**src/design/mcc_pkg.sv**
```systemverilog
// Shared widths, constants and register codes for the metric circumcenter core.
`timescale 1ns / 1ps
`default_nettype none

package mcc_pkg;

    // Field and limb widths
    localparam int COORD_W   = 32;
    localparam int LIMB_W    = 32;

    // Datapath widths, exact at every step
    localparam int U_W       = COORD_W + 1;          // vertex difference
    localparam int M1_W      = COORD_W + U_W;        // metric * difference
    localparam int X_W       = M1_W + 2;             // x12, x13, y12, y13
    localparam int SQ_W      = 2 * COORD_W;          // coordinate products
    localparam int M2_W      = COORD_W + SQ_W;       // metric * coordinate product
    localparam int K_W       = M2_W + 3;             // metric norm of a vertex
    localparam int E_W       = K_W + 1;              // d1, d2
    localparam int DET_W     = 2 * X_W + 1;          // determinant
    localparam int NUM_W     = E_W + X_W + 1;        // Cramer numerators

    // Pipeline latencies
    localparam int MUL_LAT   = 3;
    localparam int DIV_LAT   = COORD_W + 2;

    // Configuration
    localparam int THR_W         = 63;
    localparam logic [THR_W-1:0] THR_RESET = THR_W'(1);
    localparam int FRAC_BITS_DEF = 16;
    localparam int CFG_DATA_W    = 64;
    localparam int CFG_ADDR_W    = 4;
    localparam int CFG_IDX_LSB   = 3;
    localparam int CFG_IDX_W     = CFG_ADDR_W - CFG_IDX_LSB;
    localparam logic [CFG_IDX_W-1:0] REG_DET_THRESHOLD = CFG_IDX_W'(0);

    // Saturation bounds
    localparam logic [COORD_W-1:0] SAT_MAX = {1'b0, {(COORD_W-1){1'b1}}};
    localparam logic [COORD_W-1:0] SAT_MIN = {1'b1, {(COORD_W-1){1'b0}}};

endpackage

`default_nettype wire

```
**src/design/mcc_apb.sv**
```systemverilog
// APB register block holding the degeneracy threshold.
`timescale 1ns / 1ps
`default_nettype none

module mcc_apb
    import mcc_pkg::*;
(
    input  logic                  clk,
    input  logic                  rst_n,
    input  logic                  psel,
    input  logic                  penable,
    input  logic                  pwrite,
    input  logic [CFG_ADDR_W-1:0] paddr,
    input  logic [CFG_DATA_W-1:0] pwdata,
    output logic [CFG_DATA_W-1:0] prdata,
    output logic                  pready,
    output logic [THR_W-1:0]      det_threshold
);

    logic [CFG_IDX_W-1:0] reg_idx;
    logic                 wr_en;
    logic [THR_W-1:0]     thr_reg;
    logic [THR_W-1:0]     thr_next;

    assign reg_idx = paddr[CFG_ADDR_W-1:CFG_IDX_LSB];
    assign wr_en   = psel && penable && pwrite;
    assign pready  = 1'b1;

    always_comb
    begin
        thr_next = thr_reg;
        if (wr_en && (reg_idx == REG_DET_THRESHOLD))
        begin
            thr_next = pwdata[THR_W-1:0];
        end
    end

    always_ff @(posedge clk or negedge rst_n)
    begin
        if (!rst_n)
        begin
            thr_reg <= THR_RESET;
        end
        else
        begin
            thr_reg <= thr_next;
        end
    end

    assign prdata        = (reg_idx == REG_DET_THRESHOLD) ? CFG_DATA_W'(thr_reg) : '0;
    assign det_threshold = thr_reg;

endmodule

`default_nettype wire

```
**config.mk**
```make
export PLATFORM = sky130hd
export DESIGN_NAME = mcc_apb
export DESIGN_NICKNAME = d
export VERILOG_FILES = /design/src/design/mcc_pkg.sv /design/src/design/mcc_apb.sv
export SDC_FILE = /design/constraint.sdc
export NUM_CORES = 1
export LEC_CHECK = 0
export CAP_MARGIN = 25
export CORE_MARGIN = 1.5
export CORE_UTILIZATION = 35
export DETAILED_ROUTE_END_ITERATION = 12
export DONT_BUFFER_PORTS = 1
export SYNTH_ARGS = -nofsm -noshare
export SYNTH_HDL_FRONTEND = slang
export SYNTH_SLANG_ARGS = --single-unit
```
**constraint.sdc**
```tcl
create_clock -name clk -period 0.8 [get_ports clk]
set_input_delay 0.04 -clock clk [delete_from_list [all_inputs] [get_ports clk]]
set_output_delay 0.04 -clock clk [all_outputs]
set_load 0.05 [all_outputs]
```
; Word-level counts from Yosys, hierarchy flattened
; Cells that the tools add are included.
[op_classes]
n_bitwise = 1
muxes = 1
n_reduce_logical = 3
[ops]
columns = operator, count
row1 = 2-to-1 mux 63 bit, 1
row2 = logical AND 1 bit, 3
row3 = NOT 1 bit, 1
[totals]
in_bits = 73
reg_bits = 63
out_inout_bits = 128
wordCells = 6

; Depth between registers and ports, before layout
[depth]
depth_word = 3
ltp_mapped = 5

; Worst setup path before layout
; Ideal clock, no wire load.
[synth_path]
path_type = register -> output
startpoint = reg thr_reg[0], in the netlist det_threshold[0]
endpoint = out prdata[0]
required_time_ps = 760
arrival_time_ps = 1445
path_buffers = 0
stages_incl_launch_ff = 2
slack_ps = -685
path_cell_list = dfstp_2 > nor2b_1
[synth_between]
elab_chain_cells = 1
[synth_lines]
columns = element, line_no
row1 = start: declaration, mcc_apb.sv:22  ; logic [THR_W-1:0] thr_reg;
row2 = start signal: assignment, mcc_apb.sv:46  ; thr_reg <= thr_next;
row3 = 2-to-1 mux 63 bit, mcc_apb.sv:50  ; assign prdata = (reg_idx == REG_DET_THRESHOLD) ? CFG_DATA_W'(thr_reg) : '0;
row4 = end: declaration, mcc_apb.sv:15  ; output logic [CFG_DATA_W-1:0] prdata,
; Every way passes these cells.

; Final worst setup path
; Same ends and word-level chain as after synthesis.

==> reports/metrics.csv <==
metric;value;unit
post-route clock period utilization;149;%
Total Wirelength;10000;um
n_diodes;0;
nets@finish;496;
Final Skew;0;ns
Max IR drop VDD;1.85;mV
Initial Util;35.9;%
Synthesis Warnings;0;
cells on worst reg2reg path;2;
top cells by area, synth;dfrtp_1, mux2_4, nor2b_1, buf_12, mux2_2;
Synth top cells by count;dfrtp_1, nor2b_1, mux2_4, buf_12, clkbuf_1;
num ports;201;
DRT iter0 DRCs;55;
Post-synth EDFFs;0;
Longest Clk Path Bufs;2;
Max-Cap Viols;0;
fill count;456;
Final Critical Period;1.19;ns
CP max FO;2;
via count;2467;
root buffer cell;clkbuf_8;
post-synth top area cell;dfrtp_1;
ANT nets after route;0;
clock transition at the registers of the reported paths;0.07;ns
aggregate global-route resource usage;20.5;%
Post-CTS Hold Fix Bufs;63;
Final Hold Viols;63;
RSZ-0062 raised after global routing;true;
Avg Cell Area, Syn;15.0;sq um
Via density;4.60;
Worst Setup End Kind;primary output;
Post-Synthesis Cells;208;
Area Overhead vs Synth;119;%
violated checks;negative hold slack, negative setup slack;
Final Max Tran Viols;0;
Post-Syn Nets;281;
H-tree depth;3;
CORE AREA;8680;sq um
TritonCTS buffer count;9;
Hold Crit Class;input port to async pin;
CP Class;flip-flop to primary output;
DP Wirelength;5880;um
Synth async-reset ratio;100;%
GP Congestion;0.694;
Primary FF master, synth;dfrtp_1;
DP Worst Slack;-0.198;ns
Seq/Total Area, Yosys;50.6;%
drt pass-1 iters;4;
first-pass GRT wire length;15300;um
DRC;0;
via count of the first global-routing pass;2760;
CTS Sinks;63;
initial antenna violation count;0;
IO buf count;0;
Pwr Density;2740;nW/um^2
startpoint class of the critical path;flip-flop;
Post-Layout Cell Count;536;
die height;97.4;um
Final setup viols;162;
Die Footprint;9490;sq um
status;finished, violations left;
CTS tree;built;
total grt overflow;0;
max FFs per register;63;
Distinct cells, synth;12;
max frequency;840;MHz
Synth Register Bits;63;
fin worst setup slack;-0.390;ns
Critical Path AT;1.15;ns
Crit path required time;0.76;ns
dpl cells;430;
Routed WL per cell;18.7;um
# rows;34;
pin count of the biggest net entering global routing;65;
Leakage Power;3.22;nW
Hold Slack;-0.598;ns
Mapped Area;3120;sq um
worst skew pair latency;0.33;ns
Tot Pwr;18.7;mW
Die W;97.4;um
Synth top area share;49.7;%
final core occ;78.6;%
share of cells above drive strength 1;84.1;%
==> kinds of logic (layout without fill, tap and decap cells) <==
logic type	after synthesis	count (layout)	synth area share (%)
simple gates	64	64	13.4
buf+inv	16	236	5.78
other cells	2	2	0.241
flops	63	63	50.6
mux	63	63	30.0
==> worst max-delay path: stages (launching register included) <==
cell and delay, ns:
dfstp_2 0.53, nor2b_4 0.15, buf_12 0.14
==> final timing paths <==
kind                                   start           endpoint  slack (ns)
max                         det_threshold[0]          prdata[0]       -0.39
min                                    rst_n  det_threshold[55]       -0.60
max reg2reg                det_threshold[35]  det_threshold[35]       -0.13
min reg2reg                det_threshold[15]  det_threshold[15]        0.55
max in group asynchronous              rst_n   det_threshold[0]        1.20
min in group clk                     penable  det_threshold[49]        0.23
==> per-stage QoR <==
stage,TNS (ns),cell area [sq um]
finish,-30.79,6820
global route,-36.00,6820
CTS,-31.02,6630
detailed placement,-10.80,5420
global placement,-8.23,5420
floorplan,-22.95,3700
==> power breakdown <==
part	leakage [nW]	switching, mW	internal [mW]
registers	0.687	0.801	4.04
logic	2.43	5.46	5.46
clock network	0.104	1.20	1.75
total	3.22	7.46	11.2
==> cell usage in the layout (no fill, tap or decap) <==
cell / synthesis / layout
buf_6: 2 / 82
clkbuf_8: 0 / 9
buf_8: 0 / 7
dlygate4sd3_1: 0 / 63
clkinv_2: 0 / 2
mux2_4: 60 / 63
buf_12: 6 / 65
clkbuf_1: 6 / 3
dfrtp_2: 0 / 62
and2b_4: 0 / 1
conb_1: 2 / 2
dfstp_2: 1 / 1
buf_4: 2 / 3
nor2b_4: 0 / 62
nand4b_4: 1 / 1
bufinv_16: 0 / 2
==> final cells by class <==
| cell class | count | area [sq um] | area share, % |
|---|---|---|---|
| tap | 108 | 135 | 1.98 |
| sequential | 63 | 1660 | 24.3 |
| multi-input combinational | 129 | 1840 | 27.0 |
| clock buffer | 12 | 135 | 1.98 |
| timing repair buffer | 220 | 2980 | 43.7 |
| clock inverter | 4 | 70.1 | 1.03 |
==> layer usage <==
metal | part of all wire, % | GRT usage (%) | up-vias
met2 | 56 | 37.1 | 111
met1 | 37 | 23.0 | 1236
met4 | 1.5 | 7.14 | 0
li1 | - | - | 1109
met5 | 0 | 0 | -
met3 | 6.1 | 5.68 | 11
==> what timing repair did <==
item,CTS,global route
gates resized for setup,66,32
pin swaps,0,0
hold endpoints to repair,126,63
setup endpoints to repair,129,187
setup buffers,17,13
Power figures use the tool's default switching activity.
