===== config.mk =====
export PLATFORM = sky130hd
export DESIGN_NAME = mcc_mul
export DESIGN_NICKNAME = d
export VERILOG_FILES = /design/src/design/mcc_pkg.sv /design/src/design/mcc_mul.sv
export SDC_FILE = /design/constraint.sdc
export NUM_CORES = 2
export LEC_CHECK = 0
export BUFFER_PORTS_ARGS = -buffer_cell sky130_fd_sc_hd__buf_2
export CAP_MARGIN = 5
export CORE_MARGIN = 4
export CORE_UTILIZATION = 50
export CTS_BUF_LIST = sky130_fd_sc_hd__clkbuf_8
export DETAILED_ROUTE_END_ITERATION = 8
export PLACE_DENSITY = 0.81
export SLEW_MARGIN = 10
export SYNTH_ARGS = -nofsm -noshare
export SYNTH_HDL_FRONTEND = slang
export SYNTH_SLANG_ARGS = --single-unit

===== constraint.sdc =====
create_clock -name clk -period 7.5 [get_ports clk]
set_input_delay 0.75 -clock clk [delete_from_list [all_inputs] [get_ports clk]]
set_output_delay 0.75 -clock clk [all_outputs]
set_load 0.02 [all_outputs]

===== src/design/mcc_pkg.sv =====
// Shared widths, constants and register codes for the metric circumcenter core.
`timescale 1ns / 1ps
`default_nettype none

package mcc_pkg;

    // Field and limb widths
    localparam int COORD_W   = 32;
    localparam int LIMB_W    = 32;

    // Datapath widths, exact at every step
    localparam int U_W       = COORD_W + 1;          // vertex difference
    localparam int M1_W      = COORD_W + U_W;        // metric * difference
    localparam int X_W       = M1_W + 2;             // x12, x13, y12, y13
    localparam int SQ_W      = 2 * COORD_W;          // coordinate products
    localparam int M2_W      = COORD_W + SQ_W;       // metric * coordinate product
    localparam int K_W       = M2_W + 3;             // metric norm of a vertex
    localparam int E_W       = K_W + 1;              // d1, d2
    localparam int DET_W     = 2 * X_W + 1;          // determinant
    localparam int NUM_W     = E_W + X_W + 1;        // Cramer numerators

    // Pipeline latencies
    localparam int MUL_LAT   = 3;
    localparam int DIV_LAT   = COORD_W + 2;

    // Configuration
    localparam int THR_W         = 63;
    localparam logic [THR_W-1:0] THR_RESET = THR_W'(1);
    localparam int FRAC_BITS_DEF = 16;
    localparam int CFG_DATA_W    = 64;
    localparam int CFG_ADDR_W    = 4;
    localparam int CFG_IDX_LSB   = 3;
    localparam int CFG_IDX_W     = CFG_ADDR_W - CFG_IDX_LSB;
    localparam logic [CFG_IDX_W-1:0] REG_DET_THRESHOLD = CFG_IDX_W'(0);

    // Saturation bounds
    localparam logic [COORD_W-1:0] SAT_MAX = {1'b0, {(COORD_W-1){1'b1}}};
    localparam logic [COORD_W-1:0] SAT_MIN = {1'b1, {(COORD_W-1){1'b0}}};

endpackage

`default_nettype wire


===== src/design/mcc_mul.sv =====
// Pipelined signed multiplier built from 33x33 limb products, three register stages.
`timescale 1ns / 1ps
`default_nettype none

module mcc_mul
    import mcc_pkg::*;
#(
    parameter int A_W = COORD_W,
    parameter int B_W = COORD_W
)
(
    input  logic                      clk,
    input  logic                      adv,
    input  logic signed [A_W-1:0]     a,
    input  logic signed [B_W-1:0]     b,
    output logic signed [A_W+B_W-1:0] p
);

    localparam int P_W   = A_W + B_W;
    localparam int NA    = (A_W + LIMB_W - 1) / LIMB_W;
    localparam int NB    = (B_W + LIMB_W - 1) / LIMB_W;
    localparam int TOP_A = A_W - LIMB_W * (NA - 1);
    localparam int TOP_B = B_W - LIMB_W * (NB - 1);
    localparam int PP_W  = 2 * (LIMB_W + 1);
    localparam int EXT_W = P_W + PP_W;

    logic signed [LIMB_W:0]  a_limb [NA];
    logic signed [LIMB_W:0]  b_limb [NB];
    logic signed [PP_W-1:0]  pp_reg [NA][NB];
    logic [P_W-1:0]          row_next [NA];
    logic [P_W-1:0]          row_reg [NA];
    logic [P_W-1:0]          p_next;
    logic [P_W-1:0]          p_reg;

    // low limbs unsigned, top limb carries the sign
    for (genvar i = 0; i < NA; i++) begin : g_a
        if (i < NA - 1) begin : g_lo
            assign a_limb[i] = $signed({1'b0, a[LIMB_W*i +: LIMB_W]});
        end
        else begin : g_hi
            assign a_limb[i] = $signed({{(LIMB_W+1-TOP_A){a[A_W-1]}}, a[A_W-1:LIMB_W*i]});
        end
    end

    for (genvar j = 0; j < NB; j++) begin : g_b
        if (j < NB - 1) begin : g_lo
            assign b_limb[j] = $signed({1'b0, b[LIMB_W*j +: LIMB_W]});
        end
        else begin : g_hi
            assign b_limb[j] = $signed({{(LIMB_W+1-TOP_B){b[B_W-1]}}, b[B_W-1:LIMB_W*j]});
        end
    end

    always_ff @(posedge clk)
    begin
        if (adv)
        begin
            for (int i = 0; i < NA; i++)
            begin
                for (int j = 0; j < NB; j++)
                begin
                    pp_reg[i][j] <= a_limb[i] * b_limb[j];
                end
            end
        end
    end

    // sums are taken modulo 2^P_W; the true product fits
    always_comb
    begin
        logic signed [EXT_W-1:0] ext;
        ext = '0;
        for (int i = 0; i < NA; i++)
        begin
            row_next[i] = '0;
            for (int j = 0; j < NB; j++)
            begin
                ext         = EXT_W'(pp_reg[i][j]);
                row_next[i] = row_next[i] + (P_W'(ext) << (LIMB_W * j));
            end
        end
    end

    always_ff @(posedge clk)
    begin
        if (adv)
        begin
            for (int i = 0; i < NA; i++)
            begin
                row_reg[i] <= row_next[i];
            end
        end
    end

    always_comb
    begin
        p_next = '0;
        for (int i = 0; i < NA; i++)
        begin
            p_next = p_next + (row_reg[i] << (LIMB_W * i));
        end
    end

    always_ff @(posedge clk)
    begin
        if (adv)
        begin
            p_reg <= p_next;
        end
    end

    assign p = $signed(p_reg);

endmodule

`default_nettype wire


# Yosys cells after proc, flatten, opt, wreduce, memory -nomap -nowiden
# Memory sizes are Yosys's and may differ from the RTL's. A register that Yosys moved wholly into a read port is not among the register bits.
# Cells that the tools add are included.
# totals
reg_bits	0
mem_bits_rw	130
inputBits	66
output_inout_bits	64
wordCells	5
mem_count	2
# memory_table
memory	depth	width	read_ports	rd_ports_with_merged_regs	wr	line_no	source
pp_reg	1	66	1	0	1	mcc_mul.sv:29	logic signed [PP_W-1:0] pp_reg [NA][NB];
row_reg	1	64	1	1	1	mcc_mul.sv:31	logic [P_W-1:0] row_reg [NA];
# classes
mul	1
muxes	2
# ops
op	count
$mul 32x32->64	1
$mux 1	2

# Longest topological paths before layout
# logic_depth
depth_word	2
mapped_depth	28
ltp_nobuf	27

# Worst setup path after synthesis
# Ideal clock, no wire load.
# synth_timing
path_type	in2reg
from	in b[2]
to	mem pp_reg[0][62] in the netlist's numbering, data pin
setup_time_ps	266
t_arrival_ps	7840
required_time_ps	7234
setup_slack_ps	-606
path_stages	23
path_buffers	2
path_cell_list	clkbuf_1 > nand2_1 > inv_1 > fa_1 > fa_1 > fa_1 > fa_1 > fa_1 > fa_1 > fa_1 > fa_1 > ha_1 > buf_6 > a2111o_1 > a221o_1 > a41oi_2 > o211ai_2 > a221oi_2 > nand2b_2 > a2111oi_2 > nor2_1 > mux2i_1 > o211ai_1
# synth_between
elab_chain_cells	1
# synth_lines
element	line_no	source
from (decl)	mcc_mul.sv:15	input logic signed [B_W-1:0] b,
$mul 32x32->64	mcc_mul.sv:62	pp_reg[i][j] <= a_limb[i] * b_limb[j];
to (decl)	mcc_mul.sv:29	
# Every way passes these cells.

# Worst setup path in the final report
# layout_timing
from	in a[31]
to	mem pp_reg[0][58] in the netlist's numbering, data pin
# layout_between
elab_chain_cells	1
# layout_lines
element	line_no	source
from (decl)	mcc_mul.sv:14	input logic signed [A_W-1:0] a,
$mul 32x32->64	mcc_mul.sv:62	
# Every way passes these cells.

==> impl_metrics.yaml <==
critical_path:
  critPathBufInv: 8
  worstPathMaxFanout: 8
  critPathKind: "input pin to flip-flop"
  r2r_end: "row_reg[0][42]"
  rrSetupSlack_ns: 6.84
  worstPathArrival_ns: 7.94
  required_ns: 7.82
  cp_top_family: "adder cells"
  r2r_cells: 0
  critPathMostFrequentCell: "fa_1"
  start_kind: "input pin"
  slowest_stage: "fa_2"
  r2r-start: "pp_reg[0][42]"
  end_kind: "flip-flop"
  slowest_delay_ns: 0.60
logic_synthesis:
  synth-edff-count: 192
  synth_area_um2: 41800
  synth_nets: 5369
  synth-seq-area-share: 0.138
  syn-instance-count: 4037
  yosys_warnings: 0
  ys_async_sr_fraction: 0
  ys_ff_latch: 192
  syn_area_per_cell_um2: 10.4
  synth_ff_type: "edfxtp_1"
  ys_types: 66
timing:
  timing.fmax_ghz: 0.131
  worst_slew_pin_slew_ns: 0.966
  hold_viol: 0
  post-route-period-util: 1.02
  rsz0062_at_grt: "true"
  relSlewSlack: 0.356
  drv_slew: 0
  whs_ns: 0.414
  finalClockSkew_ns: 0.0221
  setup_ws_ns: -0.125
  fin_crit_ns: 7.62
  setup_viol: 6
final_layout:
  multi_input_area_um2: 32500
  syn2layout_area_growth_pct: 15.8
  layout_common_cells: "fa_1 (1,049), inv_1 (942), nand2_1 (512)"
  final_util: 0.587
  fill_cells: 6468
  layout_commonest_cell: "fa_1"
  regArea_um2: 5770
  stdcell_area_um2: 48400
  layout.nets: 5761
  drive_gt1_frac: 0.171
cts:
  cts_tree: "built"
  cts.path.max_buffers: 2
  path_clk_slew_ns: 0.13
  postCtsHoldBufs: 0
  h-tree-depth: 4
  cts.sinks: 192
  cts_root_buf: "clkbuf_8"
  cts_made_buffers: 17
  clk_latency_ns: 0.56
global_routing:
  antenna_found_initial: 7
  grt_pass1_wl_mm: 169
  grt_usage: 0.243
  grt_max_degree: 118
  grt.overflow.total: 0
  first_global_vias: 32700
routing:
  dr.pass1.iters: 8
  via_per_inst: 5.28
  route.detailed.drc: 0
  vias: 29200
  ant_nets: 0
  drt_iter0_drc: 1689
  wl_per_cell_um: 18.9
  drt-total-wl_mm: 104
status:
  outcome: "complete, but fails checks"
  violations: "setup timing"
die:
  die_h_um: 297
  dieArea_um2: 88300
  initial_core_util: 0.507
  chipWidth_um: 297
  rows: 105
  num_io_pins: 130
  core_um2: 82500
place:
  post_dp_cell_area_um2: 46500
  port_buffers: 129
  post-dp-hpwl_mm: 88.5
  gp_congestion: 0.952
worst_hold_path:
  holdCritPathClass: "flip-flop to flip-flop"
  hold_depth: 0
  min_to: "p[43]"
  hp-start: "row_reg[0][43]"
flow_run:
  drv_cap: 0
## worst max path at each step
stage,start,endpoint,slack (ns),cells after the start
finish,a[31],pp_reg[0][58],-0.12,28
global route,a[31],pp_reg[0][58],-0.24,28
CTS,a[31],pp_reg[0][62],-0.08,25
detailed placement,b[15],pp_reg[0][62],-1.15,26
global placement,b[8],pp_reg[0][64],-1.12,28
floorplan,a[31],pp_reg[0][62],-0.31,22
## cell families (layout without fill, tap and decap cells)
| logic type | after synthesis | in the layout | share of synthesized area |
|---|---|---|---|
| xor gates and xnor gates | 69 | 69 | 0.0145 |
| DFF | 192 | 192 | 0.138 |
| and+or+nand+nor | 1156 | 1156 | 0.138 |
| AOI/OAI and AO/OA | 193 | 193 | 0.0318 |
| adders and majority gates | 1266 | 1266 | 0.573 |
| buffers and inverters | 1160 | 1565 | 0.104 |
| other | 0 | 6 | 0 |
| muxes | 1 | 1 | 0.000239 |
## Yosys cell counts (2+ instances only)
library cell	count	area (µm²)
fa_1	1082	21700
inv_1	960	3600
nand2_1	520	1950
and2_1	514	3220
clkbuf_1	197	739
edfxtp_1	192	5770
ha_1	184	2300
nor2_1	62	233
a21oi_1	57	285
xnor2_1	51	447
a21o_1	29	218
o21ai_0	29	145
xor2_1	18	158
nand3_1	11	55.1
nand2b_1	10	62.6
o21a_1	10	75.1
nand4_1	9	56.3
nor2b_1	8	50.1
o21bai_1	8	60.1
a31oi_1	7	43.8
o211ai_1	6	45.0
a211oi_1	4	30.0
and3_1	4	25.0
nor3_1	4	20.0
or2_2	4	25.0
a311oi_1	3	26.3
o221ai_1	3	26.3
or3_1	3	18.8
a211o_1	2	17.5
a21boi_0	2	15.0
a221o_1	2	20.0
a221oi_1	2	17.5
and4_1	2	17.5
buf_1	2	7.51
nor3b_1	2	15.0
nor4_1	2	12.5
o2111ai_1	2	17.5
o211a_1	2	20.0
## final cells by class
cell class	count	area share
diodes	6	0.000310
clock buffers	17	0.00484
clock inverters	15	0.00440
inverters	960	0.0745
multi-input cells	2685	0.671
flip-flops and latches	192	0.119
well taps	1070	0.0277
repair buffers	573	0.0984
## layer usage
layer	routed length [µm]	track usage	vias to the layer above
met5	0	0	-
met4	6770	0.141	0
met3	6740	0.0398	298
met2	53600	0.413	1134
met1	37100	0.296	15200
li1	-	-	12500
## metrics by stage
stage / setup TNS [ns] / setup WS, ns / cells
after detailed placement: -23.29 / -1.15 / 5453
after floorplan: -1.13 / -0.311 / 4037
after CTS: -0.165 / -0.0829 / 5495
after global placement: -21.60 / -1.12 / 5453
after global routing: -1.33 / -0.237 / 5518
final: -0.405 / -0.125 / 5518
## what timing repair did
action | in CTS | in global routing
pin swaps | 37 | 125
setup buffers | 11 | 17
resized for setup | 92 | 220
gates cloned | 1 | 1
endpoints found under the setup margin | 19 | 23
Power is left out: the tool's default activity adds up to more than one toggle a clock period on the data nets, which glitch-free logic cannot reach.
